`src/rtl/wbps_pkg.sv`:
```
// Shared types and constants for the windowed byte pattern search.
// No dependencies; imported by every module of the block.
package wbps_pkg;

  localparam int MAX_PATTERN_DEF  = 16;
  localparam int BUFFER_BYTES_DEF = 65536;

  // Pattern bytes held by the two pattern registers.
  localparam int PAT_BYTES = 16;
  localparam int PAT_W     = 8 * PAT_BYTES;

  localparam int CFG_IDX_W = 3;
  localparam int CFG_W     = 64;
  localparam int PLEN_W    = 5;
  localparam int WIN_W     = 17;
  localparam int POS_W     = 16;

  typedef enum logic [CFG_IDX_W-1:0] {
    REG_PATTERN_LOW    = 3'd0,
    REG_PATTERN_HIGH   = 3'd1,
    REG_PATTERN_LENGTH = 3'd2,
    REG_WINDOW_START   = 3'd3,
    REG_WINDOW_LENGTH  = 3'd4
  } cfg_reg_t;

  // Settings the controller needs for window qualification.
  typedef struct packed {
    logic [PLEN_W-1:0] pattern_length;
    logic [WIN_W-1:0]  window_start;
    logic [WIN_W-1:0]  window_length;
  } win_cfg_t;

  // Outcome of a buffer as it stands after the current item.
  typedef struct packed {
    logic             found;
    logic [POS_W-1:0] position;
  } search_res_t;

endpackage

```
`src/rtl/wbps_cell.sv`:
```
// One history cell: holds one recent byte, hands it to the next cell,
// and compares the byte it takes in against its pattern byte. Uses wbps_pkg.
module wbps_cell #(
  parameter int CELL_IDX = 0
) (
  input  logic                      clk,
  input  logic                      rst_n,
  input  logic                      shift,
  input  logic                      clear,
  input  logic [7:0]                byte_in,
  input  logic [wbps_pkg::PAT_W-1:0]  pattern,
  input  logic [wbps_pkg::PLEN_W-1:0] pattern_length,
  output logic [7:0]                byte_r,
  output logic                      match_ok
);
  import wbps_pkg::*;

  logic [7:0] byte_nxt;
  logic [6:0] pat_idx;
  logic [7:0] pat_sel;
  logic       unused_cell;

  // Cell j pairs with pattern byte (length - 1 - j).
  assign unused_cell = 7'(CELL_IDX) >= 7'(pattern_length);
  assign pat_idx     = 7'(pattern_length) - 7'(CELL_IDX) - 7'd1;
  assign pat_sel     = (pat_idx < 7'(PAT_BYTES)) ? pattern[pat_idx[3:0]*8 +: 8] : 8'd0;
  assign match_ok    = unused_cell || (byte_in == pat_sel);

  always_comb begin
    byte_nxt = byte_r;
    if (shift) begin
      byte_nxt = clear ? 8'd0 : byte_in;
    end
  end

  always_ff @(posedge clk) begin
    if (!rst_n) begin
      byte_r <= 8'd0;
    end else begin
      byte_r <= byte_nxt;
    end
  end

endmodule

```
`src/rtl/wbps_ctrl.sv`:
```
// Search controller: byte counter, window qualification, match record.
// Uses wbps_pkg.
module wbps_ctrl #(
  parameter int MAX_PATTERN  = wbps_pkg::MAX_PATTERN_DEF,
  parameter int BUFFER_BYTES = wbps_pkg::BUFFER_BYTES_DEF
) (
  input  logic                   clk,
  input  logic                   rst_n,
  input  logic                   step,
  input  logic                   last,
  input  logic                   all_eq,
  input  wbps_pkg::win_cfg_t     cfg,
  output wbps_pkg::search_res_t  res
);
  import wbps_pkg::*;

  localparam int CNT_W = $clog2(BUFFER_BYTES + 1);
  localparam int EXT_W = ((CNT_W > WIN_W) ? CNT_W : WIN_W) + 2;

  logic [CNT_W-1:0] cnt_r, cnt_nxt;
  logic             done_r, done_nxt;
  logic [CNT_W-1:0] mpos_r, mpos_nxt;

  logic [EXT_W-1:0] k1, plen_x, ws_x, wl_x, p, diff;
  logic             hit;

  assign k1     = EXT_W'(cnt_r) + EXT_W'(1);
  assign plen_x = EXT_W'(cfg.pattern_length);
  assign ws_x   = EXT_W'(cfg.window_start);
  assign wl_x   = EXT_W'(cfg.window_length);
  assign p      = k1 - plen_x;

  // A match may end here only if it lies wholly inside the window.
  assign hit = !done_r && (EXT_W'(cnt_r) < EXT_W'(BUFFER_BYTES)) &&
               (plen_x != '0) && (plen_x <= EXT_W'(MAX_PATTERN)) &&
               (k1 >= plen_x) && (p >= ws_x) &&
               ((wl_x == '0) || (k1 <= ws_x + wl_x)) && all_eq;

  assign done_nxt = done_r || hit;
  assign mpos_nxt = hit ? CNT_W'(p) : mpos_r;
  assign diff     = EXT_W'(mpos_nxt) - ws_x;

  assign res.found    = done_nxt;
  assign res.position = done_nxt ? diff[POS_W-1:0] : '0;

  always_comb begin
    cnt_nxt = cnt_r;
    if (EXT_W'(cnt_r) < EXT_W'(BUFFER_BYTES)) begin
      cnt_nxt = cnt_r + CNT_W'(1);
    end
  end

  always_ff @(posedge clk) begin
    if (!rst_n) begin
      cnt_r  <= '0;
      done_r <= 1'b0;
      mpos_r <= '0;
    end else if (step) begin
      if (last) begin
        cnt_r  <= '0;
        done_r <= 1'b0;
        mpos_r <= '0;
      end else begin
        cnt_r  <= cnt_nxt;
        done_r <= done_nxt;
        mpos_r <= mpos_nxt;
      end
    end
  end

  a_clear_after_last: assert property (@(posedge clk) disable iff (!rst_n)
    step && last |=> cnt_r == '0 && !done_r)
    else $error("search state not cleared after final item");

  a_done_holds: assert property (@(posedge clk) disable iff (!rst_n)
    done_r && !(step && last) |=> done_r && $stable(mpos_r))
    else $error("recorded match changed within a buffer");

endmodule

```
`src/rtl/windowed_byte_pattern_search.sv`:
```
// Top level of the windowed byte pattern search: configuration registers,
// the cell chain, the controller and the result register.
// Depends on wbps_pkg, wbps_cell and wbps_ctrl.
//
//   channel   direction  handshake           payload
//   in_       input      in_valid/in_stall   in_text_byte[7:0], in_last_byte
//   out_      output     out_valid/out_stall out_found, out_position[15:0]
//   cfg_      input      cfg_we              cfg_index[2:0], cfg_wdata[63:0]
//
// One item per cycle unless a final item stalls: each byte shifts into the cell
// chain, and it and the held bytes are compared against all pattern bytes in
// the same cycle, so the chain sets the rate. The result of a buffer appears
// in the output register in the cycle after its final item is accepted.
// Reset is synchronous, active low; it clears the history, counter and
// configuration. Non-final items are taken even while a result waits;
// a final item stalls only while the output register holds an untaken result.
module windowed_byte_pattern_search #(
  parameter int MAX_PATTERN  = wbps_pkg::MAX_PATTERN_DEF,
  parameter int BUFFER_BYTES = wbps_pkg::BUFFER_BYTES_DEF
) (
  input  logic                          clk,
  input  logic                          rst_n,
  input  logic                          in_valid,
  output logic                          in_stall,
  input  logic [7:0]                    in_text_byte,
  input  logic                          in_last_byte,
  output logic                          out_valid,
  input  logic                          out_stall,
  output logic                          out_found,
  output logic [wbps_pkg::POS_W-1:0]    out_position,
  input  logic                          cfg_we,
  input  logic [wbps_pkg::CFG_IDX_W-1:0] cfg_index,
  input  logic [wbps_pkg::CFG_W-1:0]    cfg_wdata
);
  import wbps_pkg::*;

  // Configuration registers.
  logic [CFG_W-1:0]  pat_low_r, pat_high_r;
  logic [PLEN_W-1:0] plen_r;
  logic [WIN_W-1:0]  ws_r, wl_r;

  always_ff @(posedge clk) begin
    if (!rst_n) begin
      pat_low_r  <= '0;
      pat_high_r <= '0;
      plen_r     <= '0;
      ws_r       <= '0;
      wl_r       <= '0;
    end else if (cfg_we) begin
      unique case (cfg_index)
        REG_PATTERN_LOW:    pat_low_r  <= cfg_wdata;
        REG_PATTERN_HIGH:   pat_high_r <= cfg_wdata;
        REG_PATTERN_LENGTH: plen_r     <= cfg_wdata[PLEN_W-1:0];
        REG_WINDOW_START:   ws_r       <= cfg_wdata[WIN_W-1:0];
        REG_WINDOW_LENGTH:  wl_r       <= cfg_wdata[WIN_W-1:0];
        default: ;  // drop writes to unknown indexes
      endcase
    end
  end

  logic [PAT_W-1:0] pattern;
  assign pattern = {pat_high_r, pat_low_r};

  // Handshake: hold a final item back only while the result slot is busy.
  logic out_valid_r, out_valid_nxt;
  logic out_found_r;
  logic [POS_W-1:0] out_position_r;
  logic in_acc, out_acc;

  assign in_stall = in_last_byte && out_valid_r && out_stall;
  assign in_acc   = in_valid && !in_stall;
  assign out_acc  = out_valid_r && !out_stall;

  // Cell chain: cell 0 takes the new byte, each cell feeds the next.
  logic [7:0] chain_in [MAX_PATTERN];
  logic [7:0] chain_q  [MAX_PATTERN];
  logic [MAX_PATTERN-1:0] cell_ok;

  genvar j;
  generate
    for (j = 0; j < MAX_PATTERN; j++) begin : g_cell
      if (j == 0) begin : g_head
        assign chain_in[j] = in_text_byte;
      end else begin : g_link
        assign chain_in[j] = chain_q[j-1];
      end
      wbps_cell #(.CELL_IDX(j)) u_cell (
        .clk           (clk),
        .rst_n         (rst_n),
        .shift         (in_acc),
        .clear         (in_last_byte),
        .byte_in       (chain_in[j]),
        .pattern       (pattern),
        .pattern_length(plen_r),
        .byte_r        (chain_q[j]),
        .match_ok      (cell_ok[j])
      );
    end
  endgenerate

  win_cfg_t    win_cfg;
  search_res_t res;

  assign win_cfg.pattern_length = plen_r;
  assign win_cfg.window_start   = ws_r;
  assign win_cfg.window_length  = wl_r;

  wbps_ctrl #(
    .MAX_PATTERN (MAX_PATTERN),
    .BUFFER_BYTES(BUFFER_BYTES)
  ) u_ctrl (
    .clk   (clk),
    .rst_n (rst_n),
    .step  (in_acc),
    .last  (in_last_byte),
    .all_eq(&cell_ok),
    .cfg   (win_cfg),
    .res   (res)
  );

  // Result register: load on the final item, release when taken.
  always_comb begin
    out_valid_nxt = out_valid_r;
    if (out_acc) begin
      out_valid_nxt = 1'b0;
    end
    if (in_acc && in_last_byte) begin
      out_valid_nxt = 1'b1;
    end
  end

  always_ff @(posedge clk) begin
    if (!rst_n) begin
      out_valid_r <= 1'b0;
    end else begin
      out_valid_r <= out_valid_nxt;
    end
  end

  always_ff @(posedge clk) begin
    if (in_acc && in_last_byte) begin
      out_found_r    <= res.found;
      out_position_r <= res.position;
    end
  end

  assign out_valid    = out_valid_r;
  assign out_found    = out_found_r;
  assign out_position = out_position_r;

  a_result_loaded: assert property (@(posedge clk) disable iff (!rst_n)
    in_acc && in_last_byte |=> out_valid_r)
    else $error("final item gave no result");

  a_no_overwrite: assert property (@(posedge clk) disable iff (!rst_n)
    out_valid_r && out_stall |-> !(in_acc && in_last_byte))
    else $error("pending result overwritten");

  a_miss_zero: assert property (@(posedge clk) disable iff (!rst_n)
    out_valid_r && !out_found_r |-> out_position_r == '0)
    else $error("not-found result carries a position");

endmodule

```
`config.mk`:
```
export PLATFORM = sky130hd
export DESIGN_NAME = windowed_byte_pattern_search
export DESIGN_NICKNAME = d
export VERILOG_FILES = /design/src/rtl/wbps_pkg.sv /design/src/rtl/wbps_cell.sv /design/src/rtl/wbps_ctrl.sv /design/src/rtl/windowed_byte_pattern_search.sv
export SDC_FILE = /design/constraint.sdc
export NUM_CORES = 1
export LEC_CHECK = 0
export ABC_AREA = 1
export BUFFER_PORTS_ARGS = -buffer_cell sky130_fd_sc_hd__buf_4
export CORE_MARGIN = 10
export CORE_UTILIZATION = 60
export DETAILED_ROUTE_END_ITERATION = 8
export PLACE_DENSITY = 0.77
export SETUP_SLACK_MARGIN = 0.02
export SLEW_MARGIN = 0
export SYNTH_ARGS = -nofsm -noshare
export SYNTH_HDL_FRONTEND = slang
export SYNTH_SLANG_ARGS = --single-unit
```
`constraint.sdc`:
```
create_clock -name clk -period 8.9 [get_ports clk]
set_clock_uncertainty 0.05 [all_clocks]
set_input_delay 1.78 -clock clk [delete_from_list [all_inputs] [get_ports clk]]
set_output_delay 1.78 -clock clk [all_outputs]
set_load 0.01 [all_outputs]
```
# ---- Word-level counts from Yosys, hierarchy flattened
# Index checks and enable logic that the tools add are counted.
dict set report totals {
  reg_bits 340
  input_bits 81
  output_inout_bits 19
  elab_cells 217
}
dict set report classes {
  addsub 35
  magnitude_cmp 37
  eq_ne 20
  n_shift 16
  mux 38
  reduce_logical 45
}
# operator n
set op_table {}
lappend op_table {{variable part select 128 x 8 -> 8 bit} 16}
lappend op_table {{two-way mux 8 bit} 31}
lappend op_table {{equality test 8 bit} 16}
lappend op_table {{less-than comparator 7 x 5 -> 1 bit (second input constant)} 16}
lappend op_table {{subtractor 7 x 1 -> 7 bit (second input constant)} 15}
lappend op_table {{two-way mux 17 bit} 4}
lappend op_table {{subtractor 5 x 4 -> 6 bit (second input constant)} 8}
lappend op_table {{greater-or-equal comparator 4 x 5 -> 1 bit (first input constant)} 8}
lappend op_table {{subtractor 5 x 3 -> 6 bit (second input constant)} 4}
lappend op_table {{greater-or-equal comparator 3 x 5 -> 1 bit (first input constant)} 4}
lappend op_table {{greater-or-equal comparator 19 x 17 -> 1 bit} 1}
lappend op_table {{greater-or-equal comparator 19 x 5 -> 1 bit} 1}
lappend op_table {{<= comparator 19 bit} 1}
lappend op_table {{logical NOT 19 bit} 1}
lappend op_table {{nonzero test 19 bit} 1}
lappend op_table {{subtractor 19 x 5 -> 19 bit} 1}
lappend op_table {{adder 17 x 1 -> 18 bit (second input constant)} 1}
lappend op_table {{adder 17 x 17 -> 18 bit} 1}
lappend op_table {{logical OR 1 bit} 18}
lappend op_table {{adder 17 x 1 -> 17 bit (second input constant)} 1}
lappend op_table {{less-than comparator 17 bit (second input constant)} 1}
lappend op_table {{AND reduction 16 bit} 1}
lappend op_table {{subtractor 16 bit} 1}
lappend op_table {{logical AND 1 bit} 12}
lappend op_table {{13 further kinds} 27}

# ---- Depth between registers and ports, before layout
dict set report logic_depth {
  ltp_word 10
  depth_mapped 52
  mapped_depth_nobuf 51
}

# ---- Cells and area by module
# From an unflattened synthesis, not the netlist that was laid out.
dict set report unflattened {
  hier_cells 8875
  area_unflattened_um2 45292.2
}
# mod instances cells_per_inst area_each_um2 seq_area_each_um2
set modules_own_cells {}
lappend modules_own_cells {windowed_byte_pattern_search 1 946 6950.4 3873.7}
lappend modules_own_cells {wbps_ctrl 1 784 4942.2 680.7}
lappend modules_own_cells {{wbps_cell (g_cell[1].u_cell)} 1 539 2383.5 160.2}
lappend modules_own_cells {{wbps_cell (g_cell[9].u_cell)} 1 509 2297.2 160.2}
lappend modules_own_cells {{wbps_cell (g_cell[13].u_cell)} 1 506 2290.9 160.2}
lappend modules_own_cells {{wbps_cell (g_cell[5].u_cell)} 1 497 2229.6 160.2}
lappend modules_own_cells {{wbps_cell (g_cell[15].u_cell)} 1 477 2105.8 160.2}
lappend modules_own_cells {{wbps_cell (g_cell[7].u_cell)} 1 472 2099.5 160.2}
lappend modules_own_cells {{wbps_cell (g_cell[11].u_cell)} 1 470 2082.0 160.2}
lappend modules_own_cells {{wbps_cell (g_cell[3].u_cell)} 1 431 2053.2 160.2}
lappend modules_own_cells {{wbps_cell (g_cell[14].u_cell)} 1 408 2029.4 160.2}
lappend modules_own_cells {{wbps_cell (g_cell[6].u_cell)} 1 410 2015.7 160.2}
lappend modules_own_cells {{wbps_cell (g_cell[10].u_cell)} 1 414 2013.2 160.2}
lappend modules_own_cells {{wbps_cell (g_cell[2].u_cell)} 1 408 1991.9 160.2}
lappend modules_own_cells {{+4 rows} n/a n/a n/a n/a}

# ---- Worst setup path before layout
# OpenSTA, ideal clock, no wires.
dict set report synth_path {
  path_type {register to register}
  start {reg plen_r[2]}
  end {reg out_position_r[12], in the netlist out_position[12], data pin}
  setup_ns 0.254
  t_arrival_ns 6.174
  t_required_ns 8.596
  setup_slack_ns 2.422
  stages_incl_launch_ff 49
  path_buffers 3
  synth_period_minus_slack_ns 6.478
  cell_sequence {dfxtp_1 buf_4 inv_2 buf_4 buf_2 ha_1 a21oi_1 o21ai_0 nand2_1 nand2_1 a21oi_1 nand3_1 inv_1 nand2_1 nor2_1 nand2_1 xor2_1 inv_1 [... 13 more ...] ha_1 fa_1 nor2_1 o21a_1 nor2_1 nor2_1 nor2_1 o21bai_1 nand2_1 nand2_1 a21oi_1 o21ai_0 nand2_1 inv_1 o21ai_0 nand2_1 xnor2_1 nor2_1}
}
dict set report synth_between {
  elab_chain_cells 10
  word_cells_on_any_way 141
  cone_classes {32 x add/sub; 35 x order compare; 16 x eq/ne; 16 x shift; 17 x mux; 25 x reduce/logical}
}
# element line
set synth_lines {}
lappend synth_lines {{start: declaration} windowed_byte_pattern_search.sv:39} ;# logic [PLEN_W-1:0] plen_r;
lappend synth_lines {{start signal: assignment} windowed_byte_pattern_search.sv:53} ;# REG_PATTERN_LENGTH: plen_r <= cfg_wdata[PLEN_W-1:0];
lappend synth_lines {{subtractor 5 x 1 -> 6 bit, or another cell as far along} wbps_cell.sv:25} ;# assign pat_idx = 7'(pattern_length) - 7'(CELL_IDX) - 7'd1;
lappend synth_lines {{subtractor 7 x 1 -> 7 bit} wbps_cell.sv:25}
lappend synth_lines {{variable part select 128 x 8 -> 8 bit / less-than comparator 7 x 5 -> 1 bit (equally long branches)} wbps_cell.sv:26} ;# assign pat_sel = (pat_idx < 7'(PAT_BYTES)) ? pattern[pat_idx[3:0]*8 +: 8] : 8'd0;
lappend synth_lines {{two-way mux 8 bit} wbps_cell.sv:26}
lappend synth_lines {{equality test 8 bit} wbps_cell.sv:27} ;# assign match_ok = unused_cell || (byte_in == pat_sel);
lappend synth_lines {{logical OR 1 bit} wbps_cell.sv:27}
lappend synth_lines {{AND reduction 16 bit} windowed_byte_pattern_search.sv:116} ;# .all_eq(&cell_ok),
lappend synth_lines {{logical AND 1 bit} wbps_ctrl.sv:37} ;# ((wl_x == '0) || (k1 <= ws_x + wl_x)) && all_eq;
lappend synth_lines {{two-way mux 17 bit} wbps_ctrl.sv:40} ;# assign mpos_nxt = hit ? CNT_W'(p) : mpos_r;
lappend synth_lines {{subtractor 16 bit} wbps_ctrl.sv:41} ;# assign diff = EXT_W'(mpos_nxt) - ws_x;
lappend synth_lines {{end signal: assignment} windowed_byte_pattern_search.sv:143} ;# out_position_r <= res.position;
lappend synth_lines {{end: declaration} windowed_byte_pattern_search.sv:67} ;# logic [POS_W-1:0] out_position_r;
# Parallel ways exist; a longest one is shown, timed or not.
# A chain may end at the register's enable or synchronous reset.

# ---- Worst setup path after layout
dict set report layout_path {
  start {reg plen_r[1]}
  end {reg out_position_r[12], in the netlist out_position[12], data pin}
}
# The elaborated chain is that of the path after synthesis.

==> flow_summary.toml <==
[outcome]
status = "finished, violations left"
failed_checks = "DRC"

[grt]
grt_usage_pct = 37.3
grt_max_degree = 114
overflow = 0
grt_pass1_wl_mm = 154
grt_antenna_before_repair = 1
grt_pass1_vias = 25700

[clock_network]
cts_resized = 0
cts_buffers = 40
cts_hold_buf = 0
path_clk_slew_ns = 0.07
cts.htree.levels = 2
clkSinkCount = 339
clk_latency_ns = 0.60
cts_setup_buffers = 0
cts_root_buffer = "clkbuf_16"
cts_tree = "built"
clockBufferDepth = 3

[die]
core_area_um2 = 44000
start_util_pct = 60.5
io_pins = 100
rows = 77
die_h_um = 231
die_w_um = 231
die_area_um2 = 53200

[worst_setup_path]
worst_ep_arrival_time_ns = 8.09
critPathMostFrequentCell = "nand2_1"
rr_startpoint = "plen_r[1]"
crit_start = "plen_r[1]"
critPathLaunchType = "flip-flop"
cp_slowest_stage_delay_ns = 0.68
cp_slowest_cell = "o21ai_1"
crit_path_end_kind = "flip-flop"
crit_required_ns = 9.16
worstSetupPathType = "flip-flop to flip-flop"
path_max_fanout = 65

[routing]
drt_iter0_markers = 4838
drtPass1Iterations = 9
drc_errors = 7
wl_per_cell_um = 20.0
wl_mm = 103
viasPerCell = 5.95
via_count = 30500
ant_nets = 0

[sta]
fin_crit_sh_pct = 87.9
tns_ns = 0
setup_viol = 0
finalCriticalPeriod_ns = 7.83
worst_slew_pin_slew_ns = 1.20
hold_violations = 0
rsz0062_at_grt = "false"
slew_headroom_pct = 19.5
fmax_mhz = 128
report.final.slew_viol_count = 0

[layout]
drive_gt1_share_pct = 5.74
nets = 4700
final_cells = 5137
insertedDiodeCount = 0
syn_to_final_growth_pct = 7.34
layout_commonest_cell = "nand2_1"
multi_input_area_um2 = 17000
final_cell_mix = "nand2_1, nand3_1, inv_1"
regArea_um2 = 6960
fillers = 4280

[logic_synthesis]
synth-edff-count = 17
mappedNetlistNets = 4762
synth.distinct_cells = 51
ys_seq_area_share_pct = 26.1
synth_area_per_cell_um2 = 5.82
syn_area_um2 = 26600
synthArstFlopShare_pct = 0
yosys_warnings = 0
ys.flop_type = "dfxtp_1"
synth_seq_cells = 339
postSynthCellCount = 4578

[worst_hold_path]
hold_path.class = "flip-flop to flip-flop"
min-delay-start = "u_ctrl.mpos_r[14]"

[place]
gp_congestion = 1.11
io_buffers = 99
dpl.cell_count = 5066
dp_hpwl_mm = 79.3

[power]
power.density_nw_per_um2 = 163
vdd_ir_drop_max_uv = 168
leakagePower_nw = 13.4

[job]
cap_violations = 0
==> worst paths after layout <==
check	to	depth (start not counted)	slack, ns
worst max-delay path	out_position[12]	41	1.07
worst min register to register	u_ctrl.mpos_r[14]	2	0.42
worst max register to register	out_position[12]	41	1.07
worst min-delay path	u_ctrl.mpos_r[14]	2	0.42
==> state kept, by name (all words and copies together) (netlist names) <==
register,count
out_valid,1
ws_r,17
pat_low_r,64
wl_r,17
g_cell.u_cell.byte_r,120
u_ctrl.done_r,1
out_found,1
plen_r,5
pat_high_r,64
out_position,16
u_ctrl.cnt_r,17
u_ctrl.mpos_r,16
==> per-layer routing <==
layer	GRT usage, %	vias up	wire [µm]
met3	11.7	255	15300
li1	-	14700	-
met1	53.9	13800	43600
met5	0	-	17
met2	49.8	1807	39100
met4	14.9	2	4730
==> layout make-up <==
class                      count  area share (%)
timing repair buffer         125            3.33
tap                          592            2.59
multi-input combinational   3602            59.5
inverter                     408            5.38
clock buffer                  52            3.87
clock inverter                19           0.945
sequential                   339            24.3
==> worst max-delay path, delay by kind of cell, from the launching register on <==
kind	cells	cell delay [ns]
adders and majority gates	3	1.05
xor gates and xnor gates	1	0.12
AOI/OAI and AO/OA	6	1.45
buffers and inverters	6	1.32
and+or+nand+nor	25	2.87
DFF	1	0.67
==> cell families after synthesis <==
logic type | after synthesis | synth area share (%)
AO/OA/AOI/OAI | 580 | 11.4
XOR/XNOR | 59 | 1.94
adder cells (fa/ha/maj) | 103 | 4.92
buffers and inverters | 637 | 10.1
flip-flops | 339 | 26.1
AND/OR/NAND/NOR | 2860 | 45.5
==> per-stage QoR <==
stage | util (%) | hold slack (ns) | setup slack (ns) | total power [mW] | instance area, µm²
final | 64.9 | 0.418 | 1.07 | 4.65 | 28600
after global routing | 64.9 | 0.434 | 0.426 | 4.83 | 28600
after CTS | 64.9 | 0.416 | 1.36 | 4.59 | 28600
after detailed placement | 61.8 | 0.407 | 1.40 | 2.87 | 27200
after global placement | 61.8 | 0.403 | 1.51 | 2.86 | 27200
after floorplan | - | 0.389 | 2.42 | 2.51 | 26600
==> synth_stat cells, types with 2 or more instances <==
master,count,area (µm²)
buf_1,26,97.6
nor2_1,298,1120
nor4_1,4,25.0
a21oi_4,2,32.5
nor3_1,15,75.1
nand4_1,71,444
o211ai_1,2,15.0
nor2_4,7,78.8
and2_1,16,100
xnor2_1,27,236
fa_1,3,60.1
a221oi_1,2,17.5
o21ai_0,213,1070
clkinv_1,3,11.3
inv_2,10,37.5
a21o_1,5,37.5
nand2_1,1679,6300
o31ai_1,2,15.0
buf_6,13,146
o21a_1,3,22.5
buf_2,47,235
nand3b_1,19,143
nand2_2,29,181
or2_2,4,25.0
dfxtp_1,322,6450
a21oi_1,318,1590
edfxtp_1,17,510
ha_1,100,1250
buf_4,38,285
o21bai_1,14,105
inv_1,394,1480
a21oi_2,2,17.5
nand3_2,2,20.0
xor2_1,32,280
clkbuf_1,105,394
nor2_2,4,25.0
o21ai_1,9,45.0
nand3_1,708,3540
==> report_power, final <==
| part | internal (mW) | leakage (nW) | switching (mW) |
|---|---|---|---|
| combinational | 0.379 | 9.93 | 0.927 |
| clock | 1.01 | 0.662 | 0.733 |
| sequential | 1.57 | 2.77 | 0.0319 |
Power figures use the tool's default switching activity.
